==> config.mk <==
export PLATFORM = sky130hd
export DESIGN_NAME = fbik_queue
export DESIGN_NICKNAME = d
export VERILOG_FILES = /design/src/rtl/fbik_pkg.sv /design/src/rtl/fbik_queue.sv
export SDC_FILE = /design/constraint.sdc
export NUM_CORES = 1
export LEC_CHECK = 0
export ABC_AREA = 1
export BUFFER_PORTS_ARGS = -buffer_cell sky130_fd_sc_hd__buf_2
export CORE_ASPECT_RATIO = 0.6
export CORE_MARGIN = 1
export CORE_UTILIZATION = 50
export CTS_BUF_LIST = sky130_fd_sc_hd__clkbuf_8
export DETAILED_ROUTE_END_ITERATION = 6
export GPL_TIMING_DRIVEN = 0
export PLACE_DENSITY = 0.71
export SLEW_MARGIN = 15
export SYNTH_ARGS = -nofsm -noshare
export SYNTH_HDL_FRONTEND = slang
export SYNTH_SLANG_ARGS = --single-unit
==> constraint.sdc <==
create_clock -name clk -period 9.5 [get_ports clk]
set_input_delay 2.85 -clock clk [delete_from_list [all_inputs] [get_ports clk]]
set_output_delay 2.85 -clock clk [all_outputs]
set_load 0.05 [all_outputs]
==> src/rtl/fbik_pkg.sv <==
// Shared constants, item types and the arctangent table for the five-bar leg IK block.
// No dependencies; every other file in rtl imports this package.
`default_nettype none

package fbik_pkg;

	localparam int CORDIC_STEPS_DEF = 16;
	localparam int COORD_WIDTH_DEF  = 16;
	localparam int COORD_MAX_W      = 24;  // widest coordinate the block supports
	localparam int ATAN_LEN         = 24;
	localparam int NORM_STAGES      = 6;   // shifts of 32, 16, 8, 4, 2, 1
	localparam int NORM_W           = 41;  // larger operand normalised into [2^40, 2^41)
	localparam int ROT_W            = 45;
	localparam int ACC_W            = 26;
	localparam int LEN_W            = 15;
	localparam int ANGLE_W          = 15;

	localparam logic [13:0] ANG_90   = 14'd5760;
	localparam logic [13:0] ANG_180  = 14'd11520;
	localparam logic [14:0] BACK_MAX = 15'd23040;

	typedef enum logic {
		REG_UPPER = 1'b0,
		REG_LOWER = 1'b1
	} reg_idx_t;

	typedef struct packed {
		logic [1:0]             tag;
		logic [COORD_MAX_W-1:0] ax;
		logic [COORD_MAX_W-1:0] az;
		logic                   x_zero;
		logic                   same_sign;
	} fbik_item_t;

	typedef struct packed {
		fbik_item_t item;
		logic       flag;
		logic       n_neg;
	} fbik_side_t;

	// atan(2^-i) in 1/65536 degree
	function automatic logic [21:0] atan_entry(input int i);
		logic [21:0] v;
		case (i)
			0: v = 22'd2949120;
			1: v = 22'd1740967;
			2: v = 22'd919879;
			3: v = 22'd466945;
			4: v = 22'd234379;
			5: v = 22'd117304;
			6: v = 22'd58666;
			7: v = 22'd29335;
			8: v = 22'd14668;
			9: v = 22'd7334;
			10: v = 22'd3667;
			11: v = 22'd1833;
			12: v = 22'd917;
			13: v = 22'd458;
			14: v = 22'd229;
			15: v = 22'd115;
			16: v = 22'd57;
			17: v = 22'd29;
			18: v = 22'd14;
			19: v = 22'd7;
			20: v = 22'd4;
			21: v = 22'd2;
			22: v = 22'd1;
			default: v = 22'd0;
		endcase
		return v;
	endfunction

endpackage

`default_nettype wire

==> src/rtl/fbik_queue.sv <==
// Short item queue between the front end and the arithmetic pipeline.
// Depends on fbik_pkg.
`default_nettype none

module fbik_queue (
	input  logic                 clk,
	input  logic                 arst_n,
	input  logic                 in_valid,
	output logic                 in_ready,
	input  fbik_pkg::fbik_item_t in_item,
	output logic                 out_valid,
	input  logic                 out_ready,
	output fbik_pkg::fbik_item_t out_item
);
	import fbik_pkg::*;

	localparam int DEPTH = 4;
	localparam int PTR_W = $clog2(DEPTH);

	fbik_item_t       mem_q [DEPTH];
	logic [PTR_W-1:0] wr_ptr_q, rd_ptr_q;
	logic [PTR_W:0]   count_q;
	logic             push, pop;

	assign in_ready  = (count_q != (PTR_W+1)'(DEPTH));
	assign out_valid = (count_q != '0);
	assign out_item  = mem_q[rd_ptr_q];
	assign push      = in_valid && in_ready;
	assign pop       = out_valid && out_ready;

	always_ff @(posedge clk or negedge arst_n) begin
		if (!arst_n) begin
			wr_ptr_q <= '0;
			rd_ptr_q <= '0;
			count_q  <= '0;
		end else begin
			if (push) wr_ptr_q <= wr_ptr_q + 1'b1;
			if (pop) rd_ptr_q <= rd_ptr_q + 1'b1;
			count_q <= count_q + (PTR_W+1)'(push) - (PTR_W+1)'(pop);
		end
	end

	always_ff @(posedge clk) begin
		if (push) begin
			mem_q[wr_ptr_q] <= in_item;
		end
	end

endmodule

`default_nettype wire

# After elaboration in Yosys (flattened, before gate mapping)
# Memory sizes are Yosys's and may differ from the RTL's.
# Index checks and enable logic that the tools add are counted.
# word_totals
elab_cells	14
mem_bits_rw	208
out_inout_bits	54
reg_bits	7
mem_count	1
inputBits	56
# mem_list
name	words	width	read_ports	rd_ports_with_merged_regs	write_ports	line_no	text
mem_q	4	52	1	0	1	fbik_queue.sv:20	fbik_item_t mem_q [DEPTH];
# classes
n_mux	2
eq_ne	1
add_sub_neg	4
n_reduce_logical	3
# op_table
cell	n
adder 2 x 1 -> 2 bit, second input constant	2
adder 3 x 1 -> 3 bit	1
!= test 3 bit, second input constant	1
nonzero test 3 bit	1
subtractor 3 x 1 -> 3 bit	1
logical AND 1 bit	2
2-to-1 mux 1 bit	2

# Depth between registers and ports, before layout
# depth
word_depth	4
depth_mapped	12

# Worst setup path before layout
# OpenSTA, ideal clock, no wires.
# synth_timing
kind	input-to-reg
start	input in_valid
end	memory mem_q[0][0] in the netlist's numbering (enable)
required_ns	9.038
slack_ns	3.824
stages	2
arrival_time_ns	5.214
setup_time_ns	0.462
path_cell_list	nand2_1 -> nor2_1
# synth_via
elab_chain_len	3
# synth_rtl
element	line_no	text
start: declaration	fbik_queue.sv:8	input logic in_valid,
logical AND 1 bit	fbik_queue.sv:28	assign push = in_valid && in_ready;
2-to-1 mux 1 bit	fbik_queue.sv:44	if (push) begin
2-to-1 mux 1 bit (not written as such)	fbik_queue.sv:45	mem_q[wr_ptr_q] <= in_item;
end: declaration	fbik_queue.sv:20	
# No other way between the ends.

==> flow_metrics.tcl <==
set metrics [dict create \
    syn_inst 716 \
    antenna_found_initial 3 \
    gp_congestion 0.747 \
    drive_gt1_frac 0.194 \
    maxCapViolations 0 \
    netlist.area_leader.share 0.731 \
    die_y_um 103 \
    report.final.slew_viol_count 0 \
    worstPathCellList "clkinv_1, buf_2, buf_1, nand2_1, nand2_1, buf_2" \
    setup_viol_count_final 0 \
    synth_top_flop_cell "edfxtp_1" \
    cts_setup_buffers 0 \
    period_needed_ps 5260 \
    hpwl_um 11600 \
    cts_resized 0 \
    io_pins 110 \
    ys_warn_count 0 \
    clock_path_buffers 3 \
    fin_crit_sh 0.554 \
    synth_top_area_cell "edfxtp_1" \
    vias 5444 \
    dieArea_um2 17600 \
    routed_wl_um 17900 \
    p_leak_nw 4.16 \
    cts-hold-fix-buffers 0 \
    clock-sinks 215 \
    setup.worst_path.end_class "output port" \
    num_antenna_cells 0 \
    cp.buffers_inverters 4 \
    viasPerCell 4.87 \
    drtPass1Iterations 5 \
    hp-class "flop to flop" \
    start_util 0.518 \
    synthDistinctLibCells 16 \
    drtIter0Drc 469 \
    netlist_area_um2 8550 \
    synth_common_cells "edfxtp_1 (208), nand2_1 (175), nor2_1 (109)" \
    cts_root_buf "clkbuf_8" \
    critPathKind "flop to output port" \
    critPathLaunchType "flop" \
    gr-total-overflow 0 \
    clk_latency_ps 560 \
    yosysSeqAreaShare 0.751 \
    tns_ps 0 \
    cp_top_family "buffers and inverters" \
    ir_drop_uv 246 \
    rsz0062_at_grt "false" \
    hold_ws_ps 502 \
    synth_edf_count 208 \
    wl_per_cell_um 16.0 \
    yosys_register_bits 215 \
    grt_start_max_net_pins 24 \
    cp_max_fo 10 \
    fmax_mhz 190 \
    slew_headroom 0.600 \
    hold_viol 0 \
    synth.area.top_cells "edfxtp_1 (73%), nand2_1 (7.7%), o21ai_0 (5.3%)" \
    grt_pass1_vias 5151 \
    worst_slack_ps 4240 \
    ant_nets 0 \
    async_flop_share 0.0326 \
    crit_required_ps 6650 \
    grt_pass1_wl_um 28300 \
    rows 36 \
    drc 0 \
    final_nets 929 \
    cts_tree "yes" \
    cts_htree_levels 1 \
    track_usage 0.214 \
    core_area_um2 16500 \
    yosys.cell_count.top_type "edfxtp_1" \
    numPortBuffers 109 \
    syn_avg_cell_area_um2 11.9 \
    dp_slack_ps 4820 \
    cp.arrival_ps 2410 \
    cts_buffers 31 \
    max_stage_delay_ps 500 \
    die_w_um 171 \
    area_growth_pct 18.9 \
    status "complete, no violations" \
    synth_nets 779 \
    worst_clock_skew_ps 17.0 \
    clk_pin_slew_worst_paths_ps 70 \
    critPathSlowestCell "buf_1" \
    worst_pin_slew_ps 600 \
    power_density_nw_per_um2 360 \
]
## final timing paths
path                                    startpoint                       to  slack (ps)  cells past startpoint
max                        rd_ptr_q[1]$_DFFE_PN0P_             out_item[49]        4240                      6
min in group asynchronous                   arst_n  rd_ptr_q[0]$_DFFE_PN0P_        2120                      1
min                        rd_ptr_q[1]$_DFFE_PN0P_  rd_ptr_q[1]$_DFFE_PN0P_         500                      2
min reg2reg                rd_ptr_q[1]$_DFFE_PN0P_  rd_ptr_q[1]$_DFFE_PN0P_         500                      2
max reg2reg                   count_q[1]$_DFF_PN0_     count_q[2]$_DFF_PN0_        7210                     10
max in group asynchronous                   arst_n     count_q[1]$_DFF_PN0_        7210                      1
## cell families (layout without fill, tap and decap cells)
| kind of cell | after synthesis | count (layout) | share of synthesized area |
|---|---|---|---|
| AOI/OAI and AO/OA | 104 | 104 | 0.0609 |
| adders and majority gates | 7 | 7 | 0.0111 |
| buffers and inverters | 101 | 276 | 0.0489 |
| DFF | 215 | 215 | 0.751 |
| and+or+nand+nor | 289 | 289 | 0.128 |
## tightest hold or removal path, stage by stage (launching register included)
cell and delay, ps:
dfrtp_1 370, nand2_1 60, nand2_1 40
## state kept, by name, indices dropped and copies added, names as in the netlist
signal,count
count_q,3
mem_q,208
rd_ptr_q,2
wr_ptr_q,2
## area by class of cell
cell class | count | area (um^2)
sequential | 215 | 6420
fill | 1336 | 6320
multi-input combinational | 400 | 1740
timing repair buffer | 117 | 736
clock buffer | 31 | 427
tap | 228 | 285
inverter | 68 | 255
buffer | 33 | 163
clock inverter | 27 | 141
## per-stage QoR
step | total power, mW | utilization | instance area, um^2 | cells
after floorplan | 2.52 | - | 8550 | 716
after global placement | 2.95 | 0.569 | 9380 | 1053
after detailed placement | 3.01 | 0.582 | 9600 | 1061
after CTS | 3.68 | 0.617 | 10200 | 1119
after global routing | 3.88 | 0.617 | 10200 | 1119
final | 3.65 | 0.617 | 10200 | 1119
## cells in the final DEF (no fill, tap or decap)
master	Yosys	final
buf_1	9	9
buf_12	0	4
buf_16	0	4
buf_2	10	119
buf_4	1	1
buf_6	3	3
bufinv_16	0	1
clkbuf_1	10	10
clkbuf_8	0	31
clkinv_1	1	11
clkinv_2	0	4
clkinv_4	0	1
clkinvlp_4	0	1
dfrtp_1	7	7
edfxtp_1	208	208
fa_1	1	1
ha_1	6	6
inv_1	67	77
nand2_1	175	175
nand3_1	5	5
nor2_1	109	105
nor2_4	0	4
o21ai_0	90	90
o21ai_1	14	14
## per-layer routing
metal / routed length, um / GRT usage / vias to the layer above / part of all wire
met3: 1330 / 0.0521 / 30 / 0.074
li1: - / - / 2705 / -
met5: 33 / 0 / - / 0.0018
met4: 293 / 0.0492 / 6 / 0.016
met2: 7640 / 0.327 / 164 / 0.43
met1: 8580 / 0.314 / 2539 / 0.48
## power breakdown
part	switching [mW]	internal [mW]	total, mW
sequential	0.0470	1.25	1.29
combinational	1.29	0.393	1.69
clock	0.342	0.333	0.674
total	1.68	1.97	3.65
Note: power is estimated with default switching activity, not from simulation.
