File: config.mk
export PLATFORM = sky130hd
export DESIGN_NAME = fbik_front
export DESIGN_NICKNAME = d
export VERILOG_FILES = /design/src/rtl/fbik_pkg.sv /design/src/rtl/fbik_front.sv
export SDC_FILE = /design/constraint.sdc
export NUM_CORES = 1
export LEC_CHECK = 0
export BUFFER_PORTS_ARGS = -buffer_cell sky130_fd_sc_hd__buf_2
export CAP_MARGIN = 30
export CORE_MARGIN = 3
export CORE_UTILIZATION = 49
export CTS_CLUSTER_SIZE = 25
export DETAILED_ROUTE_END_ITERATION = 16
export PLACE_DENSITY = 0.85
export SYNTH_ARGS = -nofsm -noshare
export SYNTH_HDL_FRONTEND = slang
export SYNTH_SLANG_ARGS = --single-unit
File: constraint.sdc
create_clock -name clk -period 4.26 [get_ports clk]
set_clock_uncertainty 0.2 [all_clocks]
set_input_delay 0.213 -clock clk [delete_from_list [all_inputs] [get_ports clk]]
set_output_delay 0.213 -clock clk [all_outputs]
set_load 0.05 [all_outputs]
File: src/rtl/fbik_pkg.sv
// Shared constants, item types and the arctangent table for the five-bar leg IK block.
// No dependencies; every other file in rtl imports this package.
`default_nettype none

package fbik_pkg;

	localparam int CORDIC_STEPS_DEF = 16;
	localparam int COORD_WIDTH_DEF  = 16;
	localparam int COORD_MAX_W      = 24;  // widest coordinate the block supports
	localparam int ATAN_LEN         = 24;
	localparam int NORM_STAGES      = 6;   // shifts of 32, 16, 8, 4, 2, 1
	localparam int NORM_W           = 41;  // larger operand normalised into [2^40, 2^41)
	localparam int ROT_W            = 45;
	localparam int ACC_W            = 26;
	localparam int LEN_W            = 15;
	localparam int ANGLE_W          = 15;

	localparam logic [13:0] ANG_90   = 14'd5760;
	localparam logic [13:0] ANG_180  = 14'd11520;
	localparam logic [14:0] BACK_MAX = 15'd23040;

	typedef enum logic {
		REG_UPPER = 1'b0,
		REG_LOWER = 1'b1
	} reg_idx_t;

	typedef struct packed {
		logic [1:0]             tag;
		logic [COORD_MAX_W-1:0] ax;
		logic [COORD_MAX_W-1:0] az;
		logic                   x_zero;
		logic                   same_sign;
	} fbik_item_t;

	typedef struct packed {
		fbik_item_t item;
		logic       flag;
		logic       n_neg;
	} fbik_side_t;

	// atan(2^-i) in 1/65536 degree
	function automatic logic [21:0] atan_entry(input int i);
		logic [21:0] v;
		case (i)
			0: v = 22'd2949120;
			1: v = 22'd1740967;
			2: v = 22'd919879;
			3: v = 22'd466945;
			4: v = 22'd234379;
			5: v = 22'd117304;
			6: v = 22'd58666;
			7: v = 22'd29335;
			8: v = 22'd14668;
			9: v = 22'd7334;
			10: v = 22'd3667;
			11: v = 22'd1833;
			12: v = 22'd917;
			13: v = 22'd458;
			14: v = 22'd229;
			15: v = 22'd115;
			16: v = 22'd57;
			17: v = 22'd29;
			18: v = 22'd14;
			19: v = 22'd7;
			20: v = 22'd4;
			21: v = 22'd2;
			22: v = 22'd1;
			default: v = 22'd0;
		endcase
		return v;
	endfunction

endpackage

`default_nettype wire

File: src/rtl/fbik_front.sv
// Front end: takes input items, forms absolute coordinates and quadrant class.
// Depends on fbik_pkg.
`default_nettype none

module fbik_front #(
	parameter int COORD_WIDTH = fbik_pkg::COORD_WIDTH_DEF
) (
	input  logic                    clk,
	input  logic                    arst_n,
	input  logic                    in_valid,
	output logic                    in_ready,
	input  logic [1:0]              leg_index,
	input  logic [COORD_WIDTH-1:0]  foot_x,
	input  logic [COORD_WIDTH-1:0]  foot_z,
	output logic                    out_valid,
	input  logic                    out_ready,
	output fbik_pkg::fbik_item_t    out_item
);
	import fbik_pkg::*;

	logic [COORD_WIDTH-1:0] ax_c, az_c;
	fbik_item_t             item_c, item_q;
	logic                   valid_q;

	assign ax_c = foot_x[COORD_WIDTH-1] ? COORD_WIDTH'(-foot_x) : foot_x;
	assign az_c = foot_z[COORD_WIDTH-1] ? COORD_WIDTH'(-foot_z) : foot_z;

	always_comb begin
		item_c.tag       = leg_index;
		item_c.ax        = COORD_MAX_W'(ax_c);
		item_c.az        = COORD_MAX_W'(az_c);
		item_c.x_zero    = (foot_x == '0);
		// -z/x negative: both nonzero with equal signs
		item_c.same_sign = (foot_x[COORD_WIDTH-1] == foot_z[COORD_WIDTH-1]) &&
			(foot_x != '0) && (foot_z != '0);
	end

	assign in_ready  = !valid_q || out_ready;
	assign out_valid = valid_q;
	assign out_item  = item_q;

	always_ff @(posedge clk or negedge arst_n) begin
		if (!arst_n) begin
			valid_q <= 1'b0;
		end else if (in_ready) begin
			valid_q <= in_valid;
		end
	end

	always_ff @(posedge clk) begin
		if (in_ready && in_valid) begin
			item_q <= item_c;
		end
	end

endmodule

`default_nettype wire

# Word-level counts from Yosys, hierarchy flattened
# Index checks and enable logic that the tools add are counted.
[word_totals]
reg_bits = 37
latch_bits = 0
ramBits = 0
rom_bits = 0
input_bits = 38
out_inout_bits = 54
wordCells = 21
n_memories = 0
[op_classes]
n_addsub = 2
mul = 0
n_div = 0
magnitude_cmp = 0
n_eq_ne = 1
n_shift = 0
n_mux = 2
bitwise_logic = 0
n_reduce_logical = 8
[op_table]
columns = ["cell", "n"]
rows = [
  ["16-bit negator", 2],
  ["16-bit nonzero test", 2],
  ["15-bit two-way mux", 2],
  ["16-bit logical NOT", 1],
  ["1-bit logical AND", 3],
  ["1-bit == test", 1],
  ["1-bit logical NOT", 1],
  ["1-bit logical OR", 1],
]

# Logic depth before layout (Yosys ltp)
[logic_depth]
word_depth = 3
ltp_mapped = 5
mapped_depth_nobuf = 5

# Worst setup path after synthesis
# Ideal clock, no wire load.
[synth_timing]
path_kind = "reg-to-reg"
startpoint = "register valid_q, in the netlist out_valid"
endpoint = "register item_q, in the netlist out_item[0], enable pin"
arrival_time_ns = 2.025
path_slack_ns = 1.638
stages_incl_launch_ff = 3
n_path_buf = 0
path_cell_list = "dfrtp_1 > nand2b_1 > and2_1"
[synth_via]
elab_chain_cells = 3
[synth_lines]
columns = ["element", "line_no", "text"]
rows = [
  ["start, declared", "fbik_front.sv:23", "logic valid_q;"],
  ["start signal, assigned", "fbik_front.sv:46", "valid_q <= in_valid;"],
  ["1-bit logical NOT", "fbik_front.sv:38", "assign in_ready = !valid_q || out_ready;"],
  ["1-bit logical OR", "fbik_front.sv:38", ""],
  ["via in_ready", "fbik_front.sv:11", "output logic in_ready,"],
  ["1-bit logical AND", "fbik_front.sv:51", "if (in_ready && in_valid) begin"],
  ["end signal, assigned", "fbik_front.sv:52", "item_q <= item_c;"],
  ["end, declared", "fbik_front.sv:22", "fbik_item_t item_c, item_q;"],
]
# The timed path passes the listed nets, and every way through them passes these cells.
# A chain may end at the register's enable or synchronous reset.

# Worst setup path after layout
[layout_timing]
startpoint = "input port foot_z[0]"
endpoint = "register item_q, in the netlist out_item[11], data pin"
[layout_via]
elab_chain_cells = 2
[layout_lines]
columns = ["element", "line_no", "text"]
rows = [
  ["start, declared", "fbik_front.sv:14", "input logic [COORD_WIDTH-1:0] foot_z,"],
  ["16-bit negator", "fbik_front.sv:26", "assign az_c = foot_z[COORD_WIDTH-1] ? COORD_WIDTH'(-foot_z) : foot_z;"],
  ["15-bit two-way mux", "fbik_front.sv:26", ""],
  ["via az_c[9]", "fbik_front.sv:21", "logic [COORD_WIDTH-1:0] ax_c, az_c;"],
]
# The timed path passes the listed nets, and every way through them passes these cells.

==> impl_metrics.csv <==
group,metric,value,unit
status,status,"complete, no violations",
detailed_routing,drt_iter0_markers,139,
grt,grt_pass1_vias,1287,
hold_path,min-delay-path-class,"in -> reg",
pwr,swShare,33.1,%
hold_path,holdPathStages,3,
setup_path,cp_data_arrival_time,1.87,ns
floorplanning,dieHeight,68.4,um
timing,final-hold-violation-count,0,
cts,numCtsBuffers,5,
placement,post-place-ws,2.15,ns
timing,finalSetupViolCount,0,
detailed_routing,postRouteAntennaNets,0,
pwr,p_clk_share,25.1,%
synthesis,synthCells,153,
synthesis,synth_edf_count,36,
floorplanning,io_pins,92,
synthesis,yosysTopAreaCell,"edfxtp_1",
cts,clkTransAtPathRegs,0.08,ns
layout,syn_to_final_growth,26.5,%
floorplanning,start_util,51.4,%
detailed_routing,num_vias,1429,
detailed_routing,drc,0,
synthesis,synth-seq-cells,37,
pwr,combPwrFrac,26.1,%
timing,period_minus_slack,2.02,ns
setup_path,cp.required,4.10,ns
floorplanning,fp.dieArea,4680,um2
layout,nNetsFinal,277,
grt,antenna_found_initial,0,
cts,cts_sinks,37,
floorplanning,die_w,68.4,um
run,maxCapViolCount,0,
synthesis,async_flop_share,2.70,%
timing,setup_tns,0,ns
synthesis,syn_avg_cell_area,12.5,um2
synthesis,yosysWarnings,0,
placement,place_hpwl,2820,um
cts,clockRootBuffer,"clkbuf_8",
timing,fin_crit_sh,47.5,%
synthesis,ys_top_cells_by_count,"36 x edfxtp_1, 26 x xnor2_1, 16 x buf_4",
timing,fin_ws,2.24,ns
detailed_routing,wire_per_inst,13.6,um
synthesis,yosysSeqAreaShare,57.9,%
cts,clk_latency,0.28,ns
pwr,leakage,0.000975,uW
pwr,intPower,602,uW
floorplanning,row_count,22,
detailed_routing,viasPerCell,5.00,
setup_path,path_max_fanout,5,
setup_path,end_kind,"flop",
layout,antenna_cells,0,
timing,slew_headroom,67.3,%
pwr,power_frac_seq,48.8,%
pwr,power_density,372,nW/um2
synthesis,synth.distinct_cells,28,
pwr,switchingPower,298,uW
cts,cts.path.max_buffers,2,
setup_path,crit_type,"in -> reg",
timing,slew_violations,0,
synthesis,synthFlopType,"edfxtp_1",
placement,dpl-instance-area,2270,um2
timing,holdWs,0.0335,ns
layout,drive_above_1_share,36.6,%
pwr,irDropWorstVdd,0.000232,V
setup_path,rr_worst_depth,3,
placement,place_congestion,0.753,
cts,cts_tree,"built",
synthesis,netlist.area_leader.share,56.6,%
synthesis,synthTopCellsByArea,"edfxtp_1 57%, xnor2_1 12%, buf_4 6.3%, o31ai_1 2.8%, nand2_1 2.6%",
cts,cts.htree.levels,2,
grt,overflow,0,
timing,tightest_slew,0.487,ns
synthesis,syn_area,1910,um2
layout,finalInstanceArea,2420,um2
timing,rsz0062_at_grt,"false",
synthesis,synth.most_common_cell,"edfxtp_1",
detailed_routing,dr.pass1.iters,4,
cts,post-cts-setup-buffer-count,0,
setup_path,start_kind,"input port",
placement,dp.cells,272,
grt,grt_max_degree,37,
layout,stdcell_count,286,
detailed_routing,finalWirelength,3900,um
layout,nFillCells,312,
floorplanning,coreArea,3720,um2
grt,track_usage,16.9,%
grt,grt_pass1_wl,5690,um
placement,numPortBuffers,75,
timing,timing.fmax,0.494,GHz
-- power by group through the flow --
stage | combinational (uW) | clock, uW | sequential, uW
2_1_floorplan | 95.4 | 0 | 532
3_5_place_dp | 230 | 0 | 447
6_report | 235 | 226 | 439
4_1_cts | 235 | 230 | 439
5_1_grt | 249 | 244 | 441
3_3_place_gp | 226 | 0 | 445
-- path summary, 6_finish.rpt --
kind	from	to	slack [ns]
hold reg to reg	out_valid	out_valid	0.33
setup / recovery	foot_z[0]	out_item[11]	2.24
hold / removal	out_ready	out_valid	0.03
max in group asynchronous	arst_n	out_valid	3.74
setup reg to reg	out_valid	out_item[35]	2.69
min in group asynchronous	arst_n	out_valid	0.04
-- stage by stage --
step	total power (uW)	utilization, %
after floorplan	628	-
after global placement	671	61.2
after detailed placement	677	61.2
after CTS	905	65.0
after global routing	933	65.0
final	899	65.0
-- layout by cell type, fill, tap and decap left out, types with 4 or more instances in the layout --
cell and n:
inv_1 4, o41ai_1 4, edfxtp_1 36, nand2_1 13
clkbuf_8 5, o31ai_1 7, o21ai_0 8, conb_1 16
buf_2 75, nor4_1 6, dlygate4sd3_1 6, xnor2_1 26
nand2b_1 7
-- sequential cells by signal (all words and copies together), names as in the netlist --
| name | cells |
|---|---|
| out_valid | 1 |
| out_item | 36 |
-- metal layers --
layer | part of all wire, % | GRT usage, %
met1 | 40 | 19.6
met2 | 49 | 28.4
met3 | 8.8 | 3.94
met4 | 2.3 | 9.68
met5 | 0 | 0
-- worst max-delay path, stage by stage --
cell           delay (ns)
dlygate4sd3_1        0.55
buf_2                0.14
or3_1                0.34
nand2b_1             0.24
o31ai_1              0.29
xnor2_1              0.10
-- what timing repair did --
action	CTS	global route
hold buffers	6	0
hold endpoints to repair	6	0
endpoints found under the setup margin	0	0
resized for setup	0	0
-- cells by family after synthesis --
logic type               share of synthesized area, %
AND/OR/NAND/NOR                                  12.8
adder cells (fa/ha/maj)                          1.31
flip-flops                                       57.9
XOR/XNOR                                         11.9
other                                           0.196
buffers and inverters                            7.86
AO/OA/AOI/OAI                                    8.05
-- cell type report --
class / count / area [um2] / share of cell area [%]
clock buffers: 5 / 68.8 / 2.85
multi-input cells: 107 / 711 / 29.4
well taps: 48 / 60.1 / 2.49
inverters: 4 / 15.0 / 0.621
flip-flops and latches: 37 / 1110 / 45.8
repair buffers: 82 / 443 / 18.3
clock inverters: 3 / 12.5 / 0.518
(Power assumes the default switching activity.)
